--- config.mk ---
export PLATFORM = sky130hd
export DESIGN_NAME = ultrasonic_kalman_distance_unit_flat
export DESIGN_NICKNAME = d
export VERILOG_FILES = /design/src/sv/ukd_pkg.sv /design/src/sv/ukd_if.sv /design/src/sv/ukd_div.sv /design/src/sv/ukd_mul.sv /design/src/sv/ultrasonic_kalman_distance_unit.sv /design/src/flat_wrapper.sv
export SDC_FILE = /design/constraint.sdc
export NUM_CORES = 2
export LEC_CHECK = 0
export BUFFER_PORTS_ARGS = -buffer_cell sky130_fd_sc_hd__buf_4
export CORE_UTILIZATION = 41
export DETAILED_ROUTE_END_ITERATION = 8
export GPL_TIMING_DRIVEN = 0
export HOLD_SLACK_MARGIN = 0.05
export PLACE_DENSITY = 0.55
export SLEW_MARGIN = 20
export SYNTH_ARGS = -nofsm -noshare
export SYNTH_HDL_FRONTEND = slang
export SYNTH_SLANG_ARGS = --single-unit
--- constraint.sdc ---
create_clock -name clk -period 9.8 [get_ports clk]
set_clock_uncertainty 0.05 [all_clocks]
set_input_delay 0.49 -clock clk [delete_from_list [all_inputs] [get_ports clk]]
set_output_delay 0.49 -clock clk [all_outputs]
set_load 0.02 [all_outputs]
--- src/sv/ukd_pkg.sv ---
`default_nettype none
// ----------------------------------------------------------------------------
// ukd_pkg
// Shared widths, constants and handshake structs for the ultrasonic
// distance filter: fixed-point formats, register indexes, divider control.
// ----------------------------------------------------------------------------
package ukd_pkg;

  localparam int RANGE_W   = 19;
  localparam int VAR_W     = 24;
  localparam int GAIN_W    = 16;
  localparam int CFG_IDX_W = 3;
  localparam int CFG_W     = 24;

  localparam int DIV_W     = 25;
  localparam int QUOT_W    = 17;
  localparam int DIV_CNT_W = 5;

  localparam int MUL_A_W   = 24;
  localparam int MUL_B_W   = 17;
  localparam int PROD_W    = MUL_A_W + MUL_B_W;

  localparam logic [RANGE_W-1:0] RANGE_MAX = {RANGE_W{1'b1}};
  localparam logic [VAR_W-1:0]   VAR_MAX   = {VAR_W{1'b1}};
  localparam logic [GAIN_W-1:0]  GAIN_MAX  = {GAIN_W{1'b1}};

  localparam logic [MUL_B_W-1:0] ONE_Q16   = 17'h10000;
  localparam logic [PROD_W:0]    HALF_Q16  = 42'd32768;

  // range = floor((us * 128 + 14) / 29), by reciprocal ceil(2^29 / 29)
  localparam logic [6:0]         ECHO_LOW     = 7'd14;
  localparam int                 ECHO_RECIP_W = 25;
  localparam int                 ECHO_PROD_W  = MUL_A_W + ECHO_RECIP_W;
  localparam logic [ECHO_RECIP_W-1:0] ECHO_RECIP = 25'd18512791;
  localparam int                 ECHO_SHIFT   = 29;
  localparam logic [31:0]        RANGE_SAT    = 32'd15204352;

  localparam logic [DIV_CNT_W-1:0] K_STEPS = 5'd17;

  localparam logic [CFG_IDX_W-1:0] REG_PROCESS_NOISE      = 3'd0;
  localparam logic [CFG_IDX_W-1:0] REG_MEASUREMENT_NOISE  = 3'd1;
  localparam logic [CFG_IDX_W-1:0] REG_INITIAL_VARIANCE   = 3'd2;
  localparam logic [CFG_IDX_W-1:0] REG_INITIAL_ESTIMATE   = 3'd3;
  localparam logic [CFG_IDX_W-1:0] REG_OBSTACLE_THRESHOLD = 3'd4;

  localparam logic [VAR_W-1:0]   RST_PROCESS_NOISE      = 24'd65536;
  localparam logic [VAR_W-1:0]   RST_MEASUREMENT_NOISE  = 24'd65536;
  localparam logic [VAR_W-1:0]   RST_INITIAL_VARIANCE   = 24'd65536;
  localparam logic [RANGE_W-1:0] RST_INITIAL_ESTIMATE   = 19'd0;
  localparam logic [RANGE_W-1:0] RST_OBSTACLE_THRESHOLD = 19'd3840;

  typedef struct packed {
    logic                 start;
    logic [DIV_W-1:0]     rem0;
    logic [QUOT_W-1:0]    low;
    logic [DIV_W-1:0]     divisor;
    logic [DIV_CNT_W-1:0] steps;
  } div_req_t;

  typedef struct packed {
    logic              done;
    logic [QUOT_W-1:0] quot;
  } div_rsp_t;

endpackage
`default_nettype wire

--- src/sv/ukd_if.sv ---
`default_nettype none
// ----------------------------------------------------------------------------
// ukd_if
// Valid/ready channels of the distance filter: echo pulse in, filtered
// distance and obstacle flags out.
// ----------------------------------------------------------------------------
interface ukd_in_if #(
  parameter int PULSE_BITS = 16
);
  logic                  valid;
  logic                  ready;
  logic [PULSE_BITS-1:0] pulse_width_us;

  modport source (output valid, output pulse_width_us, input ready);
  modport sink   (input valid, input pulse_width_us, output ready);
endinterface

interface ukd_out_if;
  logic                         valid;
  logic                         ready;
  logic [ukd_pkg::RANGE_W-1:0]  distance_estimate;
  logic                         obstacle_detected;
  logic                         obstacle_onset;

  modport source (output valid, output distance_estimate, output obstacle_detected,
                  output obstacle_onset, input ready);
  modport sink   (input valid, input distance_estimate, input obstacle_detected,
                  input obstacle_onset, output ready);
endinterface
`default_nettype wire

--- src/sv/ukd_div.sv ---
`default_nettype none
// ----------------------------------------------------------------------------
// ukd_div
// Restoring divider, one quotient bit per cycle. The caller supplies the
// upper part of the dividend as the starting remainder (below the divisor)
// and the remaining low bits msb-aligned.
// ----------------------------------------------------------------------------
module ukd_div (
  input  wire               clk,
  input  wire               rst_n,
  input  ukd_pkg::div_req_t req,
  output ukd_pkg::div_rsp_t rsp
);

  logic [ukd_pkg::DIV_W-1:0]     rem_r;
  logic [ukd_pkg::DIV_W-1:0]     div_r;
  logic [ukd_pkg::QUOT_W-1:0]    sh_r;
  logic [ukd_pkg::DIV_CNT_W-1:0] cnt_r;
  logic                          busy_r;
  logic                          done_r;

  logic [ukd_pkg::DIV_W:0]   trial;
  logic                      ge;
  logic [ukd_pkg::DIV_W:0]   diff;
  logic [ukd_pkg::DIV_W-1:0] rem_nxt;

  assign trial   = {rem_r, sh_r[ukd_pkg::QUOT_W-1]};
  assign ge      = trial >= {1'b0, div_r};
  assign diff    = trial - {1'b0, div_r};
  assign rem_nxt = ge ? diff[ukd_pkg::DIV_W-1:0] : trial[ukd_pkg::DIV_W-1:0];

  always_ff @(posedge clk) begin
    if (!rst_n) begin
      busy_r <= 1'b0;
      done_r <= 1'b0;
      cnt_r  <= '0;
    end else begin
      done_r <= 1'b0;
      if (req.start) begin
        busy_r <= 1'b1;
        cnt_r  <= req.steps;
      end else if (busy_r) begin
        cnt_r <= cnt_r - 1'b1;
        if (cnt_r == 1) begin
          busy_r <= 1'b0;
          done_r <= 1'b1;
        end
      end
    end
  end

  always_ff @(posedge clk) begin
    if (req.start) begin
      rem_r <= req.rem0;
      div_r <= req.divisor;
      sh_r  <= req.low;
    end else if (busy_r) begin
      rem_r <= rem_nxt;
      sh_r  <= {sh_r[ukd_pkg::QUOT_W-2:0], ge};
    end
  end

  assign rsp.done = done_r;
  assign rsp.quot = sh_r;

endmodule
`default_nettype wire

--- src/sv/ukd_mul.sv ---
`default_nettype none
// ----------------------------------------------------------------------------
// ukd_mul
// Shared unsigned multiplier with a registered product, used for the
// estimate and variance updates in turn.
// ----------------------------------------------------------------------------
module ukd_mul (
  input  wire                               clk,
  input  wire  [ukd_pkg::MUL_A_W-1:0]       a,
  input  wire  [ukd_pkg::MUL_B_W-1:0]       b,
  output logic [ukd_pkg::PROD_W-1:0]        prod_r
);

  always_ff @(posedge clk) begin
    prod_r <= a * b;
  end

endmodule
`default_nettype wire

--- src/sv/ultrasonic_kalman_distance_unit.sv ---
`default_nettype none
// ----------------------------------------------------------------------------
// ultrasonic_kalman_distance_unit
// Echo pulse width to range, then one scalar Kalman step per reading;
// returns filtered distance, obstacle flag and onset pulse.
// ----------------------------------------------------------------------------
//  channel   dir  transfer on          payload
//  in_ch     in   valid && ready       pulse_width_us
//  out_ch    out  valid && ready       distance_estimate, obstacle_detected,
//                                      obstacle_onset
//  cfg_*     in   cfg_we               cfg_index, cfg_wdata
//
//  the time from one input transfer to the next is set by the bit-serial
//  gain divider (17 steps plus start and finish), skipped when p + q (saturated)
//  plus r is zero, and by three passes through the shared multiplier
//  in_ch.ready is high only while idle; a finished result waits in the
//  output register while the next reading is taken
//  synchronous reset loads estimate 0 and variance 1.0
// ----------------------------------------------------------------------------
module ultrasonic_kalman_distance_unit #(
  parameter int PULSE_BITS = 16
) (
  input  wire                             clk,
  input  wire                             rst_n,
  ukd_in_if.sink                          in_ch,
  ukd_out_if.source                       out_ch,
  input  wire                             cfg_we,
  input  wire  [ukd_pkg::CFG_IDX_W-1:0]   cfg_index,
  input  wire  [ukd_pkg::CFG_W-1:0]       cfg_wdata
);

  localparam int YW = PULSE_BITS + 7;

  localparam logic [3:0] S_IDLE  = 4'd0;
  localparam logic [3:0] S_RANGE = 4'd1;
  localparam logic [3:0] S_GAIN  = 4'd3;
  localparam logic [3:0] S_KWAIT = 4'd4;
  localparam logic [3:0] S_M1    = 4'd5;
  localparam logic [3:0] S_M2    = 4'd6;
  localparam logic [3:0] S_M3    = 4'd7;
  localparam logic [3:0] S_M4    = 4'd8;
  localparam logic [3:0] S_DONE  = 4'd9;

  logic [3:0] state_r, state_nxt;

  logic [ukd_pkg::VAR_W-1:0]   q_r;
  logic [ukd_pkg::VAR_W-1:0]   r_r;
  logic [ukd_pkg::RANGE_W-1:0] thr_r;
  logic [ukd_pkg::RANGE_W-1:0] x_r;
  logic [ukd_pkg::VAR_W-1:0]   p_r;
  logic                        latched_r;

  logic [PULSE_BITS-1:0]       us_r;
  logic [ukd_pkg::RANGE_W-1:0] z_r;
  logic [ukd_pkg::VAR_W-1:0]   psat_r;
  logic [ukd_pkg::GAIN_W-1:0]  k_r;
  logic [ukd_pkg::PROD_W-1:0]  acc_r;

  logic [ukd_pkg::RANGE_W-1:0] dist_r;
  logic                        det_r;
  logic                        onset_r;
  logic                        out_valid_r;

  ukd_pkg::div_req_t div_req;
  ukd_pkg::div_rsp_t div_rsp;

  logic [ukd_pkg::MUL_A_W-1:0] mul_a;
  logic [ukd_pkg::MUL_B_W-1:0] mul_b;
  logic [ukd_pkg::PROD_W-1:0]  prod_r;

  logic                        in_xfer;
  logic                        out_free;
  logic [YW-1:0]               echo_y;
  logic [ukd_pkg::ECHO_PROD_W-1:0] echo_prod;
  logic                        zsat;
  logic [ukd_pkg::VAR_W:0]     pq_sum;
  logic [ukd_pkg::DIV_W-1:0]   den;
  logic [ukd_pkg::MUL_B_W-1:0] omk;
  logic [ukd_pkg::PROD_W:0]    x_sum;
  logic [ukd_pkg::PROD_W:0]    p_sum;
  logic [ukd_pkg::DIV_W:0]     x_full;
  logic [ukd_pkg::DIV_W-1:0]   p_full;
  logic                        det;

  assign in_ch.ready = rst_n && (state_r == S_IDLE);
  assign in_xfer     = in_ch.valid && in_ch.ready;
  assign out_free    = !out_valid_r || out_ch.ready;

  assign echo_y    = {us_r, ukd_pkg::ECHO_LOW};
  assign zsat      = 32'(echo_y) >= ukd_pkg::RANGE_SAT;
  assign echo_prod = ukd_pkg::MUL_A_W'(echo_y) * ukd_pkg::ECHO_RECIP;
  assign pq_sum = {1'b0, p_r} + {1'b0, q_r};
  assign den    = {1'b0, psat_r} + {1'b0, r_r};
  assign omk    = ukd_pkg::ONE_Q16 - {1'b0, k_r};
  assign x_sum  = {1'b0, acc_r} + {1'b0, prod_r} + ukd_pkg::HALF_Q16;
  assign p_sum  = {1'b0, prod_r} + ukd_pkg::HALF_Q16;
  assign x_full = x_sum[ukd_pkg::PROD_W:16];
  assign p_full = p_sum[ukd_pkg::PROD_W-1:16];
  assign det    = x_r < thr_r;

  // divider request
  always_comb begin
    div_req = '0;
    if (state_r == S_GAIN) begin
      div_req.start   = den != '0;
      div_req.rem0    = {2'b00, psat_r[ukd_pkg::VAR_W-1:1]};
      div_req.low     = {psat_r[0], 16'h0000};
      div_req.divisor = den;
      div_req.steps   = ukd_pkg::K_STEPS;
    end
  end

  // multiplier operands
  always_comb begin
    case (state_r)
      S_M1: begin
        mul_a = {5'b00000, x_r};
        mul_b = omk;
      end
      S_M2: begin
        mul_a = {5'b00000, z_r};
        mul_b = {1'b0, k_r};
      end
      default: begin
        mul_a = psat_r;
        mul_b = omk;
      end
    endcase
  end

  ukd_div u_div (
    .clk   (clk),
    .rst_n (rst_n),
    .req   (div_req),
    .rsp   (div_rsp)
  );

  ukd_mul u_mul (
    .clk    (clk),
    .a      (mul_a),
    .b      (mul_b),
    .prod_r (prod_r)
  );

  always_comb begin
    state_nxt = state_r;
    case (state_r)
      S_IDLE:  if (in_xfer) state_nxt = S_RANGE;
      S_RANGE: state_nxt = S_GAIN;
      S_GAIN:  state_nxt = (den == '0) ? S_M1 : S_KWAIT;
      S_KWAIT: if (div_rsp.done) state_nxt = S_M1;
      S_M1:    state_nxt = S_M2;
      S_M2:    state_nxt = S_M3;
      S_M3:    state_nxt = S_M4;
      S_M4:    state_nxt = S_DONE;
      S_DONE:  if (out_free) state_nxt = S_IDLE;
      default: state_nxt = S_IDLE;
    endcase
  end

  // control, configuration and filter state
  always_ff @(posedge clk) begin
    if (!rst_n) begin
      state_r     <= S_IDLE;
      q_r         <= ukd_pkg::RST_PROCESS_NOISE;
      r_r         <= ukd_pkg::RST_MEASUREMENT_NOISE;
      thr_r       <= ukd_pkg::RST_OBSTACLE_THRESHOLD;
      x_r         <= ukd_pkg::RST_INITIAL_ESTIMATE;
      p_r         <= ukd_pkg::RST_INITIAL_VARIANCE;
      latched_r   <= 1'b0;
      out_valid_r <= 1'b0;
    end else begin
      state_r <= state_nxt;
      if (cfg_we) begin
        case (cfg_index)
          ukd_pkg::REG_PROCESS_NOISE:      q_r   <= cfg_wdata;
          ukd_pkg::REG_MEASUREMENT_NOISE:  r_r   <= cfg_wdata;
          ukd_pkg::REG_INITIAL_VARIANCE:   p_r   <= cfg_wdata;
          ukd_pkg::REG_INITIAL_ESTIMATE:   x_r   <= cfg_wdata[ukd_pkg::RANGE_W-1:0];
          ukd_pkg::REG_OBSTACLE_THRESHOLD: thr_r <= cfg_wdata[ukd_pkg::RANGE_W-1:0];
          default: ;
        endcase
      end
      if (state_r == S_M3) begin
        x_r <= (x_full > {7'd0, ukd_pkg::RANGE_MAX}) ? ukd_pkg::RANGE_MAX
                                                     : x_full[ukd_pkg::RANGE_W-1:0];
      end
      if (state_r == S_M4) begin
        p_r <= (p_full > {1'b0, ukd_pkg::VAR_MAX}) ? ukd_pkg::VAR_MAX
                                                   : p_full[ukd_pkg::VAR_W-1:0];
      end
      if (state_r == S_DONE && out_free) begin
        out_valid_r <= 1'b1;
        latched_r   <= det;
      end else if (out_ch.ready) begin
        out_valid_r <= 1'b0;
      end
    end
  end

  // datapath
  always_ff @(posedge clk) begin
    if (in_xfer) us_r <= in_ch.pulse_width_us;
    if (state_r == S_RANGE) begin
      psat_r <= pq_sum[ukd_pkg::VAR_W] ? ukd_pkg::VAR_MAX : pq_sum[ukd_pkg::VAR_W-1:0];
      z_r    <= zsat ? ukd_pkg::RANGE_MAX
                     : echo_prod[ukd_pkg::ECHO_SHIFT+ukd_pkg::RANGE_W-1:ukd_pkg::ECHO_SHIFT];
    end
    if (state_r == S_GAIN) k_r <= '0;
    if (state_r == S_KWAIT && div_rsp.done) begin
      k_r <= div_rsp.quot[ukd_pkg::GAIN_W] ? ukd_pkg::GAIN_MAX
                                           : div_rsp.quot[ukd_pkg::GAIN_W-1:0];
    end
    if (state_r == S_M2) acc_r <= prod_r;
    if (state_r == S_DONE && out_free) begin
      dist_r  <= x_r;
      det_r   <= det;
      onset_r <= det && !latched_r;
    end
  end

  assign out_ch.valid             = out_valid_r;
  assign out_ch.distance_estimate = dist_r;
  assign out_ch.obstacle_detected = det_r;
  assign out_ch.obstacle_onset    = onset_r;

endmodule
`default_nettype wire

--- src/flat_wrapper.sv ---
// flat-port wrapper written by rule: the top's interface ports become plain ports
module ultrasonic_kalman_distance_unit_flat 
#(
  parameter int PULSE_BITS = 16
)
  (clk, rst_n, cfg_we, cfg_index, cfg_wdata, in_ch_valid, in_ch_pulse_width_us, in_ch_ready, out_ch_valid, out_ch_distance_estimate, out_ch_obstacle_detected, out_ch_obstacle_onset, out_ch_ready);
  ukd_in_if #(.PULSE_BITS(PULSE_BITS)) in_ch_i ();
  ukd_out_if out_ch_i ();
  input  wire clk;
  input  wire rst_n;
  input  wire cfg_we;
  input  wire  [ukd_pkg::CFG_IDX_W-1:0] cfg_index;
  input  wire  [ukd_pkg::CFG_W-1:0] cfg_wdata;
  input wire logic [$bits(in_ch_i.valid)-1:0] in_ch_valid;
  input wire logic [$bits(in_ch_i.pulse_width_us)-1:0] in_ch_pulse_width_us;
  output wire logic [$bits(in_ch_i.ready)-1:0] in_ch_ready;
  output wire logic [$bits(out_ch_i.valid)-1:0] out_ch_valid;
  output wire logic [$bits(out_ch_i.distance_estimate)-1:0] out_ch_distance_estimate;
  output wire logic [$bits(out_ch_i.obstacle_detected)-1:0] out_ch_obstacle_detected;
  output wire logic [$bits(out_ch_i.obstacle_onset)-1:0] out_ch_obstacle_onset;
  input wire logic [$bits(out_ch_i.ready)-1:0] out_ch_ready;
  assign in_ch_i.valid = in_ch_valid;
  assign in_ch_i.pulse_width_us = in_ch_pulse_width_us;
  assign in_ch_ready = in_ch_i.ready;
  assign out_ch_valid = out_ch_i.valid;
  assign out_ch_distance_estimate = out_ch_i.distance_estimate;
  assign out_ch_obstacle_detected = out_ch_i.obstacle_detected;
  assign out_ch_obstacle_onset = out_ch_i.obstacle_onset;
  assign out_ch_i.ready = out_ch_ready;
  ultrasonic_kalman_distance_unit #(.PULSE_BITS(PULSE_BITS)) u_core (.clk(clk), .rst_n(rst_n), .in_ch(in_ch_i), .out_ch(out_ch_i), .cfg_we(cfg_we), .cfg_index(cfg_index), .cfg_wdata(cfg_wdata));
endmodule
==> flow_metrics.env <==
export IMPL_vias=31200
export IMPL_synth_avg_cell_area_um2=9.24
export IMPL_grt_overflow_total=0
export IMPL_dr_pass1_iters=5
export IMPL_area_growth_pct=10.1
export IMPL_worst_ep_required_time_ns=10.22
export IMPL_final_setup_tns_ns=0
export IMPL_cts_tree="yes"
export IMPL_core_area_um2=100000
export IMPL_gp_congestion=0.939
export IMPL_synthesis_nets=5491
export IMPL_ys_seq_area_share_pct=22.8
export IMPL_fmax_ghz=0.107
export IMPL_multiInputGateArea_um2=28700
export IMPL_yosysUniqueCellTypes=86
export IMPL_yosys_area_top_type_share_pct=23.4
export IMPL_syn_inst=4472
export IMPL_io_pins=71
export IMPL_initialDrtViolationCount=2200
export IMPL_drive_gt1_share_pct=5.80
export IMPL_critPathCaptureType="flop"
export IMPL_slowest_delay_ns=0.57
export IMPL_fp_row_count=116
export IMPL_route_detailed_drc=0
export IMPL_outcome="finished, final reports clean"
export IMPL_startpoint_type="flop"
export IMPL_hold_slack_ns=0.158
export IMPL_cts_sinks=368
export IMPL_n_antenna_cell=0
export IMPL_clk_root_buffer_cell="clkbuf_16"
export IMPL_async_flop_share_pct=0
export IMPL_synth_top_area_cell="fa_1"
export IMPL_ant_nets=0
export IMPL_hp_class="in2reg"
export IMPL_antenna_found_initial=3
export IMPL_die_area_um2=102000
export IMPL_report_final_hold_viol_count=0
export IMPL_cpMaxStageDelayCell="fa_1"
export IMPL_wl_per_cell_um=20.8
export IMPL_clk_path_buf_depth=3
export IMPL_ys_warn_count=0
export IMPL_path_common_cell="fa_1"
export IMPL_die_h_um=319
export IMPL_cp_arrival_ns=9.77
export IMPL_fin_util_pct=45.5
export IMPL_gr_usage_all_layers_pct=24.5
export IMPL_path_max_fanout=10
export IMPL_slew_limit_headroom_pct=24.7
export IMPL_via_per_inst=5.26
export IMPL_drv_cap=0
export IMPL_yosysMostFrequentCell="inv_1"
export IMPL_htreeDepth=2
export IMPL_clk_latency_ns=0.61
export IMPL_yosys_top_cells_area="fa_1 23%, edfxtp_1 15%, ha_1 15%"
export IMPL_synth_edf_count=204
export IMPL_place_inst=5845
export IMPL_drv_slew=0
export IMPL_n_fill_cell=9652
export IMPL_setup_viol=0
export IMPL_instances_no_fill=5936
export IMPL_grt_pass1_vias=31300
export IMPL_netlist_area_um2=41300
export IMPL_synth_main_ff_cell="edfxtp_1"
export IMPL_ys_ff_latch=368
export IMPL_finalCritPeriodShare_pct=95.4
export IMPL_grt_max_degree=35
export IMPL_post_cts_buffers=0
export IMPL_drt_total_wl_um=123000
export IMPL_clk_pin_slew_worst_paths_ns=0.06
export IMPL_start_util_pct=41.3
export IMPL_worstMarginPinSlew_ns=1.13
export IMPL_synth_common_cells="775 x inv_1, 582 x nand2_1, 488 x ha_1, 483 x fa_1, 293 x nor2_1"
export IMPL_die_x_um=319
export IMPL_numPortBuffers=69
export IMPL_grt_pass1_wl_um=190000
export IMPL_fin_crit_ns=9.35
export IMPL_cts_buffers=44
export IMPL_setup_worst_path_class="reg2reg"
export IMPL_regArea_um2=9410
export IMPL_dp_hpwl_um=103000
export IMPL_fin_nets=5622
[sequential cells by signal (all words and copies together), names as in the netlist, 24 cells and up]
register	flops
u_core.q_r	24
u_core.u_div.div_r	25
u_core.psat_r	24
u_core.r_r	24
u_core.u_mul.prod_r	41
u_core.p_r	24
u_core.u_div.rem_r	25
u_core.acc_r	41
[kinds of logic (layout without fill, tap and decap cells)]
family / count (synthesis) / in the layout / share of synthesized area [%]
DFF: 368 / 368 / 22.8
adders and majority gates: 971 / 971 / 38.2
AOI/OAI and AO/OA: 752 / 752 / 12.3
muxes: 33 / 33 / 1.06
and+or+nand+nor: 1247 / 1247 / 13.5
xor gates and xnor gates: 176 / 176 / 3.75
buffers and inverters: 925 / 1091 / 8.47
[path summary, 6_finish.rpt]
check | start | depth (start not counted) | endpoint | slack (ns)
worst min register to register | u_core.u_mul.prod_r[0] | 0 | u_core.acc_r[0] | 0.38
worst min-delay path | cfg_wdata[20] | 3 | u_core.q_r[20] | 0.16
worst max-delay path | u_core.state_r[3] | 30 | u_core.u_mul.prod_r[40] | 0.45
worst max register to register | u_core.state_r[3] | 30 | u_core.u_mul.prod_r[40] | 0.45
[critical path, delay by kind of cell, from the launching register on]
kind            cells  cell delay (ns)
buf+inv             6             1.29
compound gates     10             2.72
simple gates        6             1.14
flops               1             0.51
xor+xnor            1             0.09
fa+ha+maj           7             3.39
[final cells by class]
cell class / count / area share (%)
repair buffers: 91 / 1.71
inverters: 776 / 6.40
plain buffers: 143 / 1.32
clock inverters: 22 / 0.382
flip-flops and latches: 368 / 20.7
well taps: 1298 / 3.57
multi-input cells: 3179 / 63.2
clock buffers: 59 / 2.79
[timing repair]
action	CTS	global route
hold buffers	16	0
pin swaps	0	1
hold endpoints to repair	16	0
setup endpoints to repair	15	8
resized for setup	30	47
[routing by layer]
| metal | global-route usage [%] | wire, µm | up-vias |
|---|---|---|---|
| met5 | 0 | 0 | - |
| met1 | 33.6 | 55800 | 15300 |
| met2 | 40.2 | 57300 | 760 |
| met3 | 3.39 | 6650 | 164 |
| li1 | - | - | 15000 |
| met4 | 6.72 | 3640 | 0 |
[through the flow]
stage	instance area, µm²	worst slack [ns]
after floorplan	41300	0.336
after global placement	43500	-3.00
after detailed placement	43600	-1.27
after CTS	45400	0.0295
after global routing	45500	-0.0191
final	45500	0.449
[placed cells by master, fill, tap and decap left out, drive strengths merged, types with 52 or more instances in the layout]
cell type	count
xor2	66
nand2	582
inv	779
ha	488
o21ai	133
and2	70
nor2	293
clkbuf	191
nand3	52
nor2b	52
buf	86
a21boi	94
a21oi	166
edfxtp	204
a21o	77
dfxtp	164
fa	483
xnor2	110
Power is left out: the tool's default activity adds up to more than one toggle a clock period on the data nets, which glitch-free logic cannot reach.
